$ cat config.mk
export PLATFORM = sky130hd
export DESIGN_NAME = task_cpu_time_monitor_top
export DESIGN_NICKNAME = d
export VERILOG_FILES = /design/src/design/tcm_pkg.sv /design/src/design/tcm_ram.sv /design/src/design/tcm_alu.sv /design/src/design/task_cpu_time_monitor_top.sv
export SDC_FILE = /design/constraint.sdc
export NUM_CORES = 1
export LEC_CHECK = 0
export BUFFER_PORTS_ARGS = -buffer_cell sky130_fd_sc_hd__buf_4
export CORE_ASPECT_RATIO = 1.5
export CORE_MARGIN = 3
export CORE_UTILIZATION = 56
export CTS_CLUSTER_DIAMETER = 120
export DETAILED_ROUTE_END_ITERATION = 16
export PLACE_DENSITY = 0.76
export REMOVE_ABC_BUFFERS = 1
export SETUP_SLACK_MARGIN = 0.3
export SLEW_MARGIN = 20
export SYNTH_ARGS = -nofsm -noshare
export SYNTH_HDL_FRONTEND = slang
export SYNTH_SLANG_ARGS = --single-unit
$ cat constraint.sdc
create_clock -name clk -period 4.7 [get_ports clk]
set_input_delay 0.47 -clock clk [delete_from_list [all_inputs] [get_ports clk]]
set_output_delay 0.47 -clock clk [all_outputs]
set_load 0.005 [all_outputs]
$ cat src/design/tcm_pkg.sv
`timescale 1ns / 1ps

package tcm_pkg;

	localparam int TASK_COUNT_DEF = 8;

	localparam int DUR_W  = 24;
	localparam int TIME_W = 32;
	localparam int PCT_W  = 8;
	localparam int TASK_W = 3;
	localparam int FUNC_W = 2;

	localparam logic [DUR_W-1:0] FRAME_RELOAD_RST = 24'd10240;

	// percent arithmetic: x*10 as (x<<3)+(x<<1), /1024 as a bit slice,
	// p*100 as (p<<6)+(p<<5)+(p<<2)
	localparam int PCT_SHIFT = 10;
	localparam logic [PCT_W-1:0] PCT_WRAP_HI = 8'd200;
	localparam logic [PCT_W-1:0] PCT_WRAP_LO = 8'd100;

	localparam logic [FUNC_W-1:0] FN_TICK   = 2'd0;
	localparam logic [FUNC_W-1:0] FN_START  = 2'd1;
	localparam logic [FUNC_W-1:0] FN_FINISH = 2'd2;
	localparam logic [FUNC_W-1:0] FN_QUERY  = 2'd3;

	typedef struct packed {
		logic [TIME_W-1:0] a;
		logic [TIME_W-1:0] b;
		logic              sub;
	} alu_req_t;

endpackage

$ cat src/design/tcm_ram.sv
`timescale 1ns / 1ps

module tcm_ram #(
	parameter int WIDTH = 32,
	parameter int DEPTH = 16
) (
	input  logic                                 clk,
	input  logic                                 we,
	input  logic [(DEPTH > 1 ? $clog2(DEPTH) : 1)-1:0] waddr,
	input  logic [WIDTH-1:0]                     wdata,
	input  logic [(DEPTH > 1 ? $clog2(DEPTH) : 1)-1:0] raddr,
	output logic [WIDTH-1:0]                     rdata
);

	logic [WIDTH-1:0] mem_q [DEPTH];

	always_ff @(posedge clk) begin
		if (we) begin
			mem_q[waddr] <= wdata;
		end
		rdata <= mem_q[raddr];
	end

endmodule

$ cat src/design/tcm_alu.sv
`timescale 1ns / 1ps

module tcm_alu
	import tcm_pkg::*;
(
	input  alu_req_t          req,
	output logic [TIME_W-1:0] y
);

	logic [TIME_W-1:0] b_c;

	assign b_c = req.sub ? ~req.b : req.b;
	assign y   = req.a + b_c + TIME_W'(req.sub);

endmodule

$ cat src/design/task_cpu_time_monitor_top.sv
`timescale 1ns / 1ps

// One item at a time: an input beat takes the sequencer through EXEC and OUT
// for start and for a tick that does not end a frame, EXEC, CHG and OUT for
// finish and frame-end ticks, EXEC, Q10, QP1, QP2, QSUB and OUT for queries,
// stepping the shared 32-bit adder and the single store read port.
// arst_n clears all control state; per-entry valid bits make the whole store
// read as zero right after reset, so no clearing pass is needed.
module task_cpu_time_monitor_top
	import tcm_pkg::*;
#(
	parameter int TASK_COUNT = TASK_COUNT_DEF
) (
	input  logic              clk,
	input  logic              arst_n,
	input  logic              cfg_wr_en,
	input  logic [DUR_W-1:0]  cfg_wr_data,    // frame_reload
	input  logic              s_axis_tvalid,
	output logic              s_axis_tready,
	input  logic [7:0]        s_axis_tdata,   // running_task[2:0], query_task[5:3]
	input  logic [FUNC_W-1:0] s_axis_tuser,   // func[1:0]
	output logic              m_axis_tvalid,
	input  logic              m_axis_tready,
	output logic [47:0]       m_axis_tdata,   // raw_time[31:0], pct_integer[39:32],
	                                          // pct_fraction[47:40]
	output logic              m_axis_tuser    // frame_swapped
);

	localparam int DEPTH = 2 * TASK_COUNT;
	localparam int AW    = $clog2(DEPTH);

	localparam logic [2:0] S_IDLE = 3'd0;
	localparam logic [2:0] S_EXEC = 3'd1;
	localparam logic [2:0] S_CHG  = 3'd2;
	localparam logic [2:0] S_Q10  = 3'd3;
	localparam logic [2:0] S_QP1  = 3'd4;
	localparam logic [2:0] S_QP2  = 3'd5;
	localparam logic [2:0] S_QSUB = 3'd6;
	localparam logic [2:0] S_OUT  = 3'd7;

	logic [2:0]        state_q;
	logic [DUR_W-1:0]  frame_reload_q;
	logic [DUR_W-1:0]  dur_q;
	logic              running_q;
	logic [DUR_W-1:0]  frame_q;
	logic              bank_q;
	logic [DEPTH-1:0]  valid_q;

	logic [FUNC_W-1:0] func_q;
	logic [TASK_W-1:0] run_task_q;
	logic [TASK_W-1:0] qry_task_q;
	logic              hit_q;
	logic              in_range_q;
	logic [AW-1:0]     addr_q;
	logic [TIME_W-1:0] raw_q;
	logic [TIME_W-1:0] acc_q;
	logic [PCT_W-1:0]  pint_q;
	logic              swapped_q;

	logic              m_valid_q;
	logic [47:0]       m_data_q;
	logic              m_user_q;

	logic              in_fire;
	logic              out_load;
	logic              is_query;
	logic [TASK_W-1:0] sel_task;
	logic              sel_bank;
	logic              sel_in_range;
	logic [AW-1:0]     rd_addr_c;
	logic [TIME_W-1:0] rd_data;
	logic [TIME_W-1:0] rd_val_c;
	logic [TIME_W-1:0] alu_y;
	alu_req_t          alu_req;
	logic              ram_we;
	logic [PCT_W-1:0]  frac_raw_c;
	logic [PCT_W-1:0]  frac_c;

	assign in_fire       = s_axis_tvalid && s_axis_tready;
	assign s_axis_tready = (state_q == S_IDLE);
	assign out_load      = (state_q == S_OUT) && (!m_valid_q || m_axis_tready);

	// query reads the finished bank, a charge the active one
	assign is_query     = (func_q == FN_QUERY);
	assign sel_task     = is_query ? qry_task_q : run_task_q;
	assign sel_bank     = is_query ? ~bank_q : bank_q;
	assign sel_in_range = (32'(sel_task) < TASK_COUNT);
	assign rd_addr_c    = AW'(sel_task) + (sel_bank ? AW'(TASK_COUNT) : AW'(0));

	assign rd_val_c = hit_q ? rd_data : '0;
	assign ram_we   = (state_q == S_CHG) && in_range_q;

	tcm_ram #(
		.WIDTH(TIME_W),
		.DEPTH(DEPTH)
	) u_store (
		.clk  (clk),
		.we   (ram_we),
		.waddr(addr_q),
		.wdata(alu_y),
		.raddr(rd_addr_c),
		.rdata(rd_data)
	);

	always_comb begin
		alu_req = '0;
		unique case (state_q)
			S_CHG: begin
				alu_req.a = rd_val_c;
				alu_req.b = {{(TIME_W-DUR_W){1'b0}}, dur_q};
			end
			S_Q10: begin
				alu_req.a = {rd_val_c[TIME_W-4:0], 3'b0};
				alu_req.b = {rd_val_c[TIME_W-2:0], 1'b0};
			end
			S_QP1: begin
				alu_req.a = {18'b0, acc_q[PCT_SHIFT+PCT_W-1:PCT_SHIFT], 6'b0};
				alu_req.b = {19'b0, acc_q[PCT_SHIFT+PCT_W-1:PCT_SHIFT], 5'b0};
			end
			S_QP2: begin
				alu_req.a = acc_q;
				alu_req.b = {22'b0, pint_q, 2'b0};
			end
			S_QSUB: begin
				alu_req.a   = raw_q;
				alu_req.b   = acc_q;
				alu_req.sub = 1'b1;
			end
			default: begin
				alu_req = '0;
			end
		endcase
	end

	tcm_alu u_alu (
		.req(alu_req),
		.y  (alu_y)
	);

	assign frac_raw_c = acc_q[PCT_W-1:0];

	always_comb begin
		priority if (frac_raw_c >= PCT_WRAP_HI) begin
			frac_c = frac_raw_c - PCT_WRAP_HI;
		end else if (frac_raw_c >= PCT_WRAP_LO) begin
			frac_c = frac_raw_c - PCT_WRAP_LO;
		end else begin
			frac_c = frac_raw_c;
		end
	end

	always_ff @(posedge clk or negedge arst_n) begin
		if (!arst_n) begin
			frame_reload_q <= FRAME_RELOAD_RST;
		end else if (cfg_wr_en) begin
			frame_reload_q <= cfg_wr_data;
		end
	end

	always_ff @(posedge clk or negedge arst_n) begin
		if (!arst_n) begin
			state_q   <= S_IDLE;
			dur_q     <= '0;
			running_q <= 1'b0;
			frame_q   <= '0;
			bank_q    <= 1'b0;
			valid_q   <= '0;
		end else begin
			unique case (state_q)
				S_IDLE: begin
					if (in_fire) begin
						state_q <= S_EXEC;
					end
				end
				S_EXEC: begin
					unique case (func_q)
						FN_TICK: begin
							if (running_q) begin
								dur_q <= dur_q + DUR_W'(1);
							end
							if (frame_q >= frame_reload_q) begin
								state_q <= S_CHG;
							end else begin
								frame_q <= frame_q + DUR_W'(1);
								state_q <= S_OUT;
							end
						end
						FN_START: begin
							dur_q     <= '0;
							running_q <= 1'b1;
							state_q   <= S_OUT;
						end
						FN_FINISH: begin
							state_q <= S_CHG;
						end
						FN_QUERY: begin
							state_q <= S_Q10;
						end
						default: begin
							state_q <= S_OUT;
						end
					endcase
				end
				S_CHG: begin
					dur_q <= '0;
					if (func_q == FN_FINISH) begin
						running_q <= 1'b0;
					end
					if (func_q == FN_TICK) begin
						// swap banks and drop the new active bank's contents
						bank_q  <= ~bank_q;
						frame_q <= '0;
						for (int i = 0; i < DEPTH; i++) begin
							if ((i >= TASK_COUNT) != bank_q) begin
								valid_q[i] <= 1'b0;
							end
						end
					end
					if (ram_we) begin
						valid_q[addr_q] <= 1'b1;
					end
					state_q <= S_OUT;
				end
				S_Q10: state_q <= S_QP1;
				S_QP1: state_q <= S_QP2;
				S_QP2: state_q <= S_QSUB;
				S_QSUB: state_q <= S_OUT;
				S_OUT: begin
					if (out_load) begin
						state_q <= S_IDLE;
					end
				end
				default: state_q <= S_IDLE;
			endcase
		end
	end

	// item payload and arithmetic scratch
	always_ff @(posedge clk) begin
		if (in_fire) begin
			func_q     <= s_axis_tuser;
			run_task_q <= s_axis_tdata[2:0];
			qry_task_q <= s_axis_tdata[5:3];
			raw_q      <= '0;
			acc_q      <= '0;
			pint_q     <= '0;
			swapped_q  <= 1'b0;
		end
		unique case (state_q)
			S_EXEC: begin
				addr_q     <= rd_addr_c;
				in_range_q <= sel_in_range;
				hit_q      <= sel_in_range && valid_q[rd_addr_c];
			end
			S_CHG: begin
				swapped_q <= (func_q == FN_TICK);
			end
			S_Q10: begin
				raw_q <= rd_val_c;
				acc_q <= alu_y;
			end
			S_QP1: begin
				pint_q <= acc_q[PCT_SHIFT+PCT_W-1:PCT_SHIFT];
				acc_q  <= alu_y;
			end
			S_QP2, S_QSUB: begin
				acc_q <= alu_y;
			end
			default: begin
			end
		endcase
	end

	always_ff @(posedge clk or negedge arst_n) begin
		if (!arst_n) begin
			m_valid_q <= 1'b0;
		end else if (out_load) begin
			m_valid_q <= 1'b1;
		end else if (m_axis_tready) begin
			m_valid_q <= 1'b0;
		end
	end

	always_ff @(posedge clk) begin
		if (out_load) begin
			m_data_q <= {frac_c, pint_q, raw_q};
			m_user_q <= swapped_q;
		end
	end

	assign m_axis_tvalid = m_valid_q;
	assign m_axis_tdata  = m_data_q;
	assign m_axis_tuser  = m_user_q;

`ifndef SYNTHESIS
	a_idle_holds: assert property (@(posedge clk) disable iff (!arst_n)
		(state_q == S_IDLE && !in_fire) |=> (state_q == S_IDLE))
		else $error("sequencer left idle without an input beat");

	a_write_in_charge: assert property (@(posedge clk) disable iff (!arst_n)
		ram_we |-> (state_q == S_CHG && func_q != FN_QUERY))
		else $error("store written outside a charge step");

	a_frame_end_swaps: assert property (@(posedge clk) disable iff (!arst_n)
		(state_q == S_CHG && func_q == FN_TICK) |=> (bank_q != $past(bank_q)))
		else $error("frame end did not toggle the bank");

	a_nonquery_zero: assert property (@(posedge clk) disable iff (!arst_n)
		(state_q == S_OUT && func_q != FN_QUERY) |-> (raw_q == '0 && pint_q == '0))
		else $error("non-query item carries time data");
`endif

endmodule
; Yosys cells after proc, flatten, opt, wreduce, memory -nomap -nowiden
; Memories as Yosys holds them, arrays and structs flattened. A register that Yosys moved wholly into a read port is not among the register bits.
; Cells that the tools add are included.
[op_classes]
n_mux = 58
n_eq_ne = 19
bitwise = 3
n_lt_le_gt_ge = 6
div = 0
addsub = 7
reduce_logical = 20
mul = 0
shift = 0
[op_table]
columns = op, n
row1 = $pmux W64 S5, 1
row2 = $mux W32, 5
row3 = $pmux W24 S2, 3
row4 = $mux W24, 4
row5 = $add A24 B1 Y24 const B, 2
row6 = $mux W16, 3
row7 = $add A32 B1 Y32, 1
row8 = $add A32 B32 Y32, 1
row9 = $mux W8, 4
row10 = $not A32 Y32, 1
row11 = $mux W1, 28
row12 = $ge A24 B24 Y1, 1
row13 = $pmux W3 S7, 1
row14 = $or A16 B16 Y16, 1
row15 = $eq A3 B3 Y1 const B, 4
row16 = $mux W3, 4
row17 = $pmux W3 S4, 1
row18 = $reduce_bool A2 Y1, 6
row19 = $lt A4 B5 Y1 const B, 2
row20 = $ge A8 B7 Y1 const B, 1
row21 = $ge A8 B8 Y1 const B, 1
row22 = $ne A2 B1 Y1 const B, 4
row23 = $sub A8 B7 Y8 const B, 1
row24 = $sub A8 B8 Y8 const B, 1
row25 = 24 further kinds, 32
[word_totals]
ramBits = 512
latch_bits = 0
output_inout_bits = 51
regBits = 229
elab_cells = 133
in_bits = 39
n_memories = 1
rom_bits = 0
[memory_table]
columns = name, words, width, read_ports, rd_clocked_by_memory_dff, write_ports, line_no
row1 = u_store.mem_q, 16, 32, 1, 1, 1, tcm_ram.sv:15  ; logic [WIDTH-1:0] mem_q [DEPTH];

; Longest topological paths before layout
; Gate-level depths: netlist (run 1).
[logic_depth]
word_depth = 7
depth_mapped = 18

; Hierarchy
; Synthesis (run 1) repeated with hierarchy kept, for this count alone.
[unflattened]
hier_cells = 2188
area_unflattened_um2 = 33123.0
[by_module_without_submodules]
columns = module, cells_per_inst, area_per_inst_um2, seq_area_each_um2, n_inst
row1 = tcm_ram, 838, 19835.3, 16015.4, 1
row2 = task_cpu_time_monitor_top, 1077, 11244.5, 6408.6, 1
row3 = tcm_alu, 273, 2043.2, 0.0, 1

; Least setup slack after synthesis (run 1)
; No wires, ideal clock.
[synth_timing]
kind = register -> register
from = register state_q[2]
to = register acc_q[16], data pin
arrival_ps = 4280
path_slack_ps = 266
path_buffers = 4
stages_incl_launch_ff = 16
t_required_ps = 4546
setup_time_ps = 154
period_less_slack_ps = 4434
cell_sequence = dfrtp_1 clkbuf_1 inv_1 clkbuf_1 clkbuf_1 clkbuf_1 o21ai_0 fa_1 a21o_1 a211oi_1 nor2_1 a21o_1 or2_2 a221o_1 xor2_1 a21boi_0
[synth_between]
elab_chain_cells = 7
[synth_rtl]
columns = item, line_no
row1 = "start, declared", task_cpu_time_monitor_top.sv:41  ; logic [2:0] state_q;
row2 = "start signal, assigned", task_cpu_time_monitor_top.sv:162  ; state_q <= S_IDLE;
row3 = "start signal, assigned", task_cpu_time_monitor_top.sv:172  ; state_q <= S_EXEC;
row4 = "start signal, assigned", task_cpu_time_monitor_top.sv:182  ; state_q <= S_CHG;
row5 = $eq A3 B3 Y1 or $eq A3 B2 Y1 (tied branches), task_cpu_time_monitor_top.sv:107  ; unique case (state_q)
row6 = $pmux W64 S5, task_cpu_time_monitor_top.sv:107
row7 = $not A32 Y32, tcm_alu.sv:12  ; assign b_c = req.sub ? ~req.b : req.b;
row8 = $mux W32, tcm_alu.sv:12
row9 = $add A32 B32 Y32, tcm_alu.sv:13  ; assign y = req.a + b_c + TIME_W'(req.sub);
row10 = $add A32 B1 Y32 (*), tcm_alu.sv:13
row11 = net alu_y[16], task_cpu_time_monitor_top.sv:73  ; logic [TIME_W-1:0] alu_y;
row12 = $mux W32 (*), task_cpu_time_monitor_top.sv:249  ; unique case (state_q)
row13 = "end signal, assigned", task_cpu_time_monitor_top.sv:260  ; acc_q <= alu_y;
row14 = "end signal, assigned", task_cpu_time_monitor_top.sv:264  ; acc_q <= alu_y;
row15 = "end signal, assigned", task_cpu_time_monitor_top.sv:267  ; acc_q <= alu_y;
row16 = "end, declared", task_cpu_time_monitor_top.sv:56  ; logic [TIME_W-1:0] acc_q;
; Mark *: on every way through the listed nets, which the timed path passes. The rest lies on a longest branch.
; A chain may end at the register's enable or synchronous reset.

; Worst setup path in the final report (run 1)
[layout_timing]
from = register state_q[0]
to = memory u_store.mem_q[5][30], data pin
[layout_between]
elab_chain_cells = 6
[layout_rtl]
columns = item, line_no
row1 = $eq A3 B3 Y1 or $eq A3 B2 Y1 (tied branches), task_cpu_time_monitor_top.sv:107
row2 = $pmux W64 S5, task_cpu_time_monitor_top.sv:107
row3 = $not A32 Y32, tcm_alu.sv:12
row4 = $mux W32, tcm_alu.sv:12
row5 = $add A32 B32 Y32, tcm_alu.sv:13
row6 = $add A32 B1 Y32 (*), tcm_alu.sv:13
row7 = net alu_y[30], task_cpu_time_monitor_top.sv:73
row8 = "end, declared", tcm_ram.sv:15
; Marks and branches as above.

==> reports/metrics.yaml, run 1 <==
layout:
  layout.cell_area.non_filler_um2: 38100
  nets: 3092
  synthToLayoutAreaGrowth_pct: 13.7
  diodes: 0
  drive_gt1_share_pct: 12.1
  fillers: 4314
  layout_commonest_cell: "edfxtp_1"
  final_cell_mix: "edfxtp_1, nand2_1, nand3_1"
sta:
  drv_slew: 0
  fin_crit_sh_pct: 91.0
  clock_skew_ns: 0.0301
  hold_violations: 0
  rsz0062_at_grt: "false"
  setup_viol: 0
  worstMarginPinSlew_ns: 1.14
  fin_crit_ns: 4.28
  fin_ws_ns: 0.424
  slew_headroom_pct: 23.7
  fmaxAchievable_ghz: 0.234
yosys:
  synth-edff-count: 647
  yosysTopAreaCell: "edfxtp_1"
  synth_seq_area_share_pct: 67.0
  synth.distinct_cells: 69
  synth_top_area_share_pct: 58.0
  syn_inst: 2869
  avgSynthCellArea_um2: 11.7
  synth_warnings: 0
  async_reset_ff_share_pct: 12.2
  synth_area_um2: 33500
  synth.area.top_cells: "edfxtp_1, nand2_1, dfrtp_1, nand3_1, ha_1"
  synth-main-ff-cell: "edfxtp_1"
  ys_seq_elements: 773
detailed_routing:
  routed.top_layer: "met4"
  num_vias: 24100
  drt-vias-per-instance: 6.31
  drc: 0
  wl_per_cell_um: 24.2
  dr.pass1.iters: 6
  route.met2.wl_um: 46000
  antenna_left: 0
  wl_met3_um: 7700
  drt-met1-wl_um: 33400
  drt_iter0_markers: 2529
  wl_um: 92400
place:
  io_buffers: 87
  place_congestion: 0.986
  dpl_cell_area_um2: 35700
  dp_slack_ns: 0.384
  dp_hpwl_um: 58600
clocking:
  clkLatencyLatePin_ns: 0.65
  root_buffer: "clkbuf_16"
  cts_sinks: 773
  cts_tree: "done"
  path_clk_slew_ns: 0.06
  htreeDepth: 3
  cts_buffers: 70
  cts_buffer_depth: 3
power:
  p_leak_nw: 14.7
  p_per_area_nw_per_um2: 663
  peakVddDrop_v: 0.000451
min_path:
  whs_path_depth: 1
  hold_class: "in2reg"
setup_path:
  cp_cell_sequence: "nor2b_1, and2_2, buf_4, a2111o_1, ha_1, nand3_1, or4_1, or3_1, a21oi_1, nor3b_1, buf_4, o21ai_1, o21ai_1, xnor2_1, buf_4"
  worst_path_max_delay_cell: "or4_1"
  critPathBufInv: 3
  cp_max_fo: 16
  crit_cells: 15
  arrival_ns: 4.64
  path_class: "reg2reg"
  slowest_delay_ns: 0.57
  crit_path_frequent_cell: "buf_4"
  endpoint_kind: "flop"
  startpoint_type: "flop"
  cpLargestDelayFamily: "simple AND/OR/NAND/NOR gates"
  worstRegToRegCells: 15
  required_ns: 5.07
floorplan:
  die_w_um: 206
  dieArea_um2: 62800
  die_y_um: 306
  row_count: 109
  start_util_pct: 56.7
  ioPinCount: 90
  coreArea_um2: 59100
global_routing:
  grt_overflow: 0
  antenna_found_initial: 1
  grt_usage_pct: 29.1
  grt_pass1_wl_um: 138000
  grt_max_degree: 152
  grt_pass1_vias: 23700
status:
  status: "complete, no violations"
run:
  max_cap_violations: 0
-- flip-flops by register name, indices dropped and copies added, names as in the netlist, 3 cells and up --
register and count:
valid_q 16, run_task_q 3, dur_q 24, u_store.rdata 32, u_store.mem_q 512, raw_q 32
acc_q 32, frame_reload_q 24, state_q 3, pint_q 8, frame_q 24, m_axis_tdata 48
qry_task_q 3, addr_q 4
-- stage by stage --
stage          hold WS [ns]  util, %  std cells  setup TNS [ns]  power (mW)
2_1_floorplan         0.174        -       2701         -718.85        15.8
6_report             0.0380     64.5       3825               0        25.2
4_1_cts             0.00635     64.2       3819               0        25.0
3_3_place_gp          0.418     60.5       3689               0        19.2
3_5_place_dp          0.414     60.5       3689               0        19.5
5_1_grt              0.0114     64.5       3825               0        26.3
-- layout make-up --
| class | count | area, um2 | area share (%) |
|---|---|---|---|
| Sequential cell | 773 | 22400 | 58.9 |
| Multi-Input combinational cell | 1861 | 10400 | 27.4 |
| Clock buffer | 95 | 1860 | 4.87 |
| Timing Repair Buffer | 218 | 1800 | 4.72 |
| Tap cell | 777 | 972 | 2.55 |
| Clock inverter | 34 | 337 | 0.884 |
| Inverter | 67 | 269 | 0.707 |
-- cells by family (layout without fill, tap and decap cells) --
family          after synthesis  count (layout)  share of synthesized area (%)
compound gates              480             480                           9.41
simple gates               1255            1255                           16.8
buf+inv                     235             414                           2.74
xor+xnor                     56              56                           1.46
mux                           8               8                          0.247
fa+ha+maj                    62              62                           2.34
flops                       773             773                           67.0
-- synthesized netlist by cell type (27+ instances only) --
master and count:
clkbuf_1 130, a21oi_1 103, xnor2_1 35, nand2_1 646, ha_1 61, buf_2 27, a21o_1 44, a31oi_1 42
and3_1 94, dfrtp_1 92, nand3_1 307, inv_1 64, a311oi_1 67, nor2_1 101, edfxtp_1 647, dfxtp_1 32
o21ai_0 112
-- power breakdown --
part | internal (mW) | switching [mW] | total, mW
sequential | 10.8 | 0.581 | 11.4
clock | 2.94 | 2.56 | 5.51
combinational | 2.72 | 5.65 | 8.37
-- worst paths after layout --
check,slack [ns],endpoint,startpoint
worst max-delay path,0.42,u_store.mem_q[5][30],state_q[0]
worst min-delay path,0.04,func_q[0],s_axis_tuser[0]
worst max register to register,0.42,u_store.mem_q[5][30],state_q[0]
worst min register to register,0.44,m_axis_tuser,swapped_q
max in group asynchronous,3.22,dur_q[12],arst_n
min in group asynchronous,0.39,frame_reload_q[23],arst_n
-- what timing repair did --
item	CTS	global route
setup endpoints to repair	0	168
gates resized for setup	0	16
buffers inserted	0	6
hold endpoints to repair	46	0
hold buffers	1	0
-- layer usage --
layer | GRT usage (%) | vias up
met3 | 4.29 | 301
met4 | 15.5 | 0
met5 | 0 | -
met1 | 36.1 | 11800
met2 | 49.2 | 1330
li1 | - | 10700
(Power assumes the default switching activity.)
==> run 2, diff against run 1 <==
--- a/config.mk
+++ b/config.mk
@@ -8,13 +8,13 @@
 export BUFFER_PORTS_ARGS = -buffer_cell sky130_fd_sc_hd__buf_4
 export CORE_ASPECT_RATIO = 1.5
 export CORE_MARGIN = 3
-export CORE_UTILIZATION = 56
+export CORE_UTILIZATION = 60
 export CTS_CLUSTER_DIAMETER = 120
 export DETAILED_ROUTE_END_ITERATION = 16
-export PLACE_DENSITY = 0.76
+export PLACE_DENSITY = 0.77
 export REMOVE_ABC_BUFFERS = 1
 export SETUP_SLACK_MARGIN = 0.3
-export SLEW_MARGIN = 20
+export SLEW_MARGIN = 10
 export SYNTH_ARGS = -nofsm -noshare
 export SYNTH_HDL_FRONTEND = slang
 export SYNTH_SLANG_ARGS = --single-unit
==> constraint.sdc (replaced) <==
create_clock -name clk -period 5.2 [get_ports clk]
set_input_delay 0.52 -clock clk [delete_from_list [all_inputs] [get_ports clk]]
set_output_delay 0.52 -clock clk [all_outputs]
set_load 0.005 [all_outputs]
==> reports/metrics.yaml, run 2 (same netlist as run 1, synthesis figures left out) <==
clocking:
  cts_buffer_depth: 3  # unchanged
  root_buffer: "clkbuf_16"  # unchanged
  cts_tree: "done"  # unchanged
  cts_buffers: 70  # unchanged
  clkLatencyLatePin_ns: 0.63  # was 0.65 ns
  post_cts_buffers: 0  # unchanged
  cts_sinks: 773  # unchanged
  htreeDepth: 3  # unchanged
  path_clk_slew_ns: 0.06  # about the same
layout:
  synthToLayoutAreaGrowth_pct: 12.5  # was 13.7%
  largest_register_ffs: 512  # unchanged
  nets: 3066  # was 3,092
  layout_commonest_cell: "edfxtp_1"  # unchanged
  final_cell_mix: "edfxtp_1, nand2_1, nand3_1"  # unchanged
  diodes: 0  # unchanged
  drive_gt1_share_pct: 11.3  # was 12.1%
  fillers: 3761  # was 4,314
  finish.utilization_pct: 68.6  # was 64.5%
  largest-register: "u_store.mem_q"  # unchanged
floorplan:
  coreArea_um2: 54900  # was 59,100 um2
  die_w_um: 199  # was 206 um
  ioPinCount: 90  # unchanged
  dieArea_um2: 58700  # was 62,800 um2
  row_count: 105  # was 109
  die_y_um: 295  # was 306 um
  start_util_pct: 61.0  # was 56.7%
power:
  power_mw: 22.8  # was 25.2 mW
  p_per_area_nw_per_um2: 604  # was 663 nW/um2
  peakVddDrop_v: 0.000388  # was 0.000451 V
  p_leak_nw: 14.6  # was 14.7 nW
run:
  max_cap_violations: 0  # unchanged
detailed_routing:
  drc: 0  # unchanged
  num_vias: 24200  # was 24.1k
  drt_iter0_markers: 2593  # was 2,529
  wl_per_cell_um: 24.7  # was 24.2 um
  antenna_left: 0  # unchanged
  drt-vias-per-instance: 6.50  # was 6.31
  dr.pass1.iters: 6  # unchanged
  wl_um: 91700  # was 92,400 um
global_routing:
  antenna_found_initial: 1  # unchanged
  grt_overflow: 0  # unchanged
  grt_usage_pct: 31.2  # was 29.1%
  grt_pass1_vias: 24200  # was 23.7k
  grt_pass1_wl_um: 138000  # about the same
  grt_max_degree: 181  # was 152
setup_path:
  endpoint_kind: "flop"  # unchanged
  cp_max_fo: 25  # was 16
  path_class: "reg2reg"  # unchanged
  arrival_ns: 5.10  # was 4.64 ns
  slowest_delay_ns: 0.60  # was 0.57 ns
  cp_cell_sequence: "inv_1, buf_4, nor2_1, a221oi_1, fa_1, a21o_1, a211oi_1, nor2_1, a21o_1, or2_2, a221o_1, xor2_1, buf_4"  # was nor2b_1, and2_2, buf_4, a2111o_1, ha_1, nand3_1, or4_1, or3_1, a21oi_1, nor3b_1, buf_4, o21ai_1, o21ai_1, xnor2_1, buf_4
  critPathLaunch: "state_q[2]"  # was state_q[0]
  startpoint_type: "flop"  # unchanged
  reg2reg_from: "state_q[2]"  # was state_q[0]
  required_ns: 5.66  # was 5.07 ns
  worst_path_max_delay_cell: "dfrtp_2"  # was or4_1
status:
  status: "complete, no violations"  # unchanged
min_path:
  hold_class: "in2reg"  # unchanged
  hold_start: "s_axis_tdata[1]"  # was s_axis_tuser[0]
sta:
  setup_viol: 0  # unchanged
  fin_crit_sh_pct: 89.3  # was 91.0%
  hold_violations: 0  # unchanged
  tns_ns: 0  # unchanged
  hold-worst-slack_ns: 0.0771  # was 0.0380 ns
  slew_headroom_pct: 18.8  # was 23.7%
  fmaxAchievable_ghz: 0.215  # was 0.234 GHz
  fin_crit_ns: 4.64  # was 4.28 ns
  rsz0062_at_grt: "false"  # unchanged
  fin_ws_ns: 0.555  # was 0.424 ns
  drv_slew: 0  # unchanged
  clock_skew_ns: 0.0243  # was 0.0301 ns
  worstMarginPinSlew_ns: 1.21  # was 1.14 ns
place:
  place_congestion: 1.05  # was 0.986
  dp_hpwl_um: 56800  # was 58,600 um
  io_buffers: 87  # unchanged
  dp_slack_ns: 0.365  # was 0.384 ns
==> run 2: cell count changes in the layout (fill, tap and decap cells not counted), sizes merged <==
cell / before / now
clkinvlp: 6 / 2
clkbuf: 95 / 90
clkinv: 26 / 30
bufinv: 2 / 4
inv: 67 / 69
buf: 217 / 191
==> run 2: what timing repair did <==
| action | CTS | global route |
|---|---|---|
| hold endpoints to repair | 3 | 0 |
| hold buffers | 1 | 0 |
| gates resized for setup | 0 | 5 |
| setup endpoints to repair | 0 | 118 |
==> run 2: where the power goes <==
group / leakage, nW / switching (mW) / internal, mW
clock network: 1.10 / 2.28 / 2.82
registers: 7.45 / 0.554 / 9.76
logic: 6.03 / 5.11 / 2.25
total: 14.6 / 7.94 / 14.8
==> run 2: layout make-up <==
cell class	count	area (um2)	share of cell area, %
flip-flops and latches	773	22400	59.5
multi-input cells	1861	10400	27.5
clock buffers	90	1900	5.04
repair buffers	192	1490	3.96
well taps	695	870	2.31
clock inverters	38	358	0.950
inverters	67	259	0.687
==> run 2: worst max-delay path, delay by kind of cell, from the launching register on <==
kind	cells	cell delay, ns
flip-flops	1	0.60
XOR/XNOR	1	0.21
buffers and inverters	3	0.67
AND/OR/NAND/NOR	3	1.00
AO/OA/AOI/OAI	5	1.47
adder cells (fa/ha/maj)	1	0.48
==> run 2: final timing paths <==
path | cells after the start | slack (ns) | endpoint
hold / removal | 1 | 0.08 | run_task_q[1]
setup reg to reg | 13 | 0.56 | u_store.mem_q[3][16]
setup / recovery | 13 | 0.56 | u_store.mem_q[3][16]
hold reg to reg | 0 | 0.44 | m_axis_tuser
max in group asynchronous | 3 | 3.64 | state_q[1]
min in group asynchronous | 2 | 0.55 | frame_q[23]
==> run 2: metal layers <==
layer / vias up / part of all wire (%) / global-route usage [%]
met4: 0 / 6.5 / 19.1
met1: 11800 / 35 / 38.3
met3: 316 / 8.3 / 4.66
met5: - / 0 / 0
li1: 10700 / - / -
met2: 1357 / 50 / 52.4
==> run 2: stage by stage <==
stage	instances	cell area, um2
5_1_grt	3716	37700
6_report	3716	37700
3_5_place_dp	3587	35400
4_1_cts	3716	37600
3_3_place_gp	3587	35400
2_1_floorplan	2701	32800
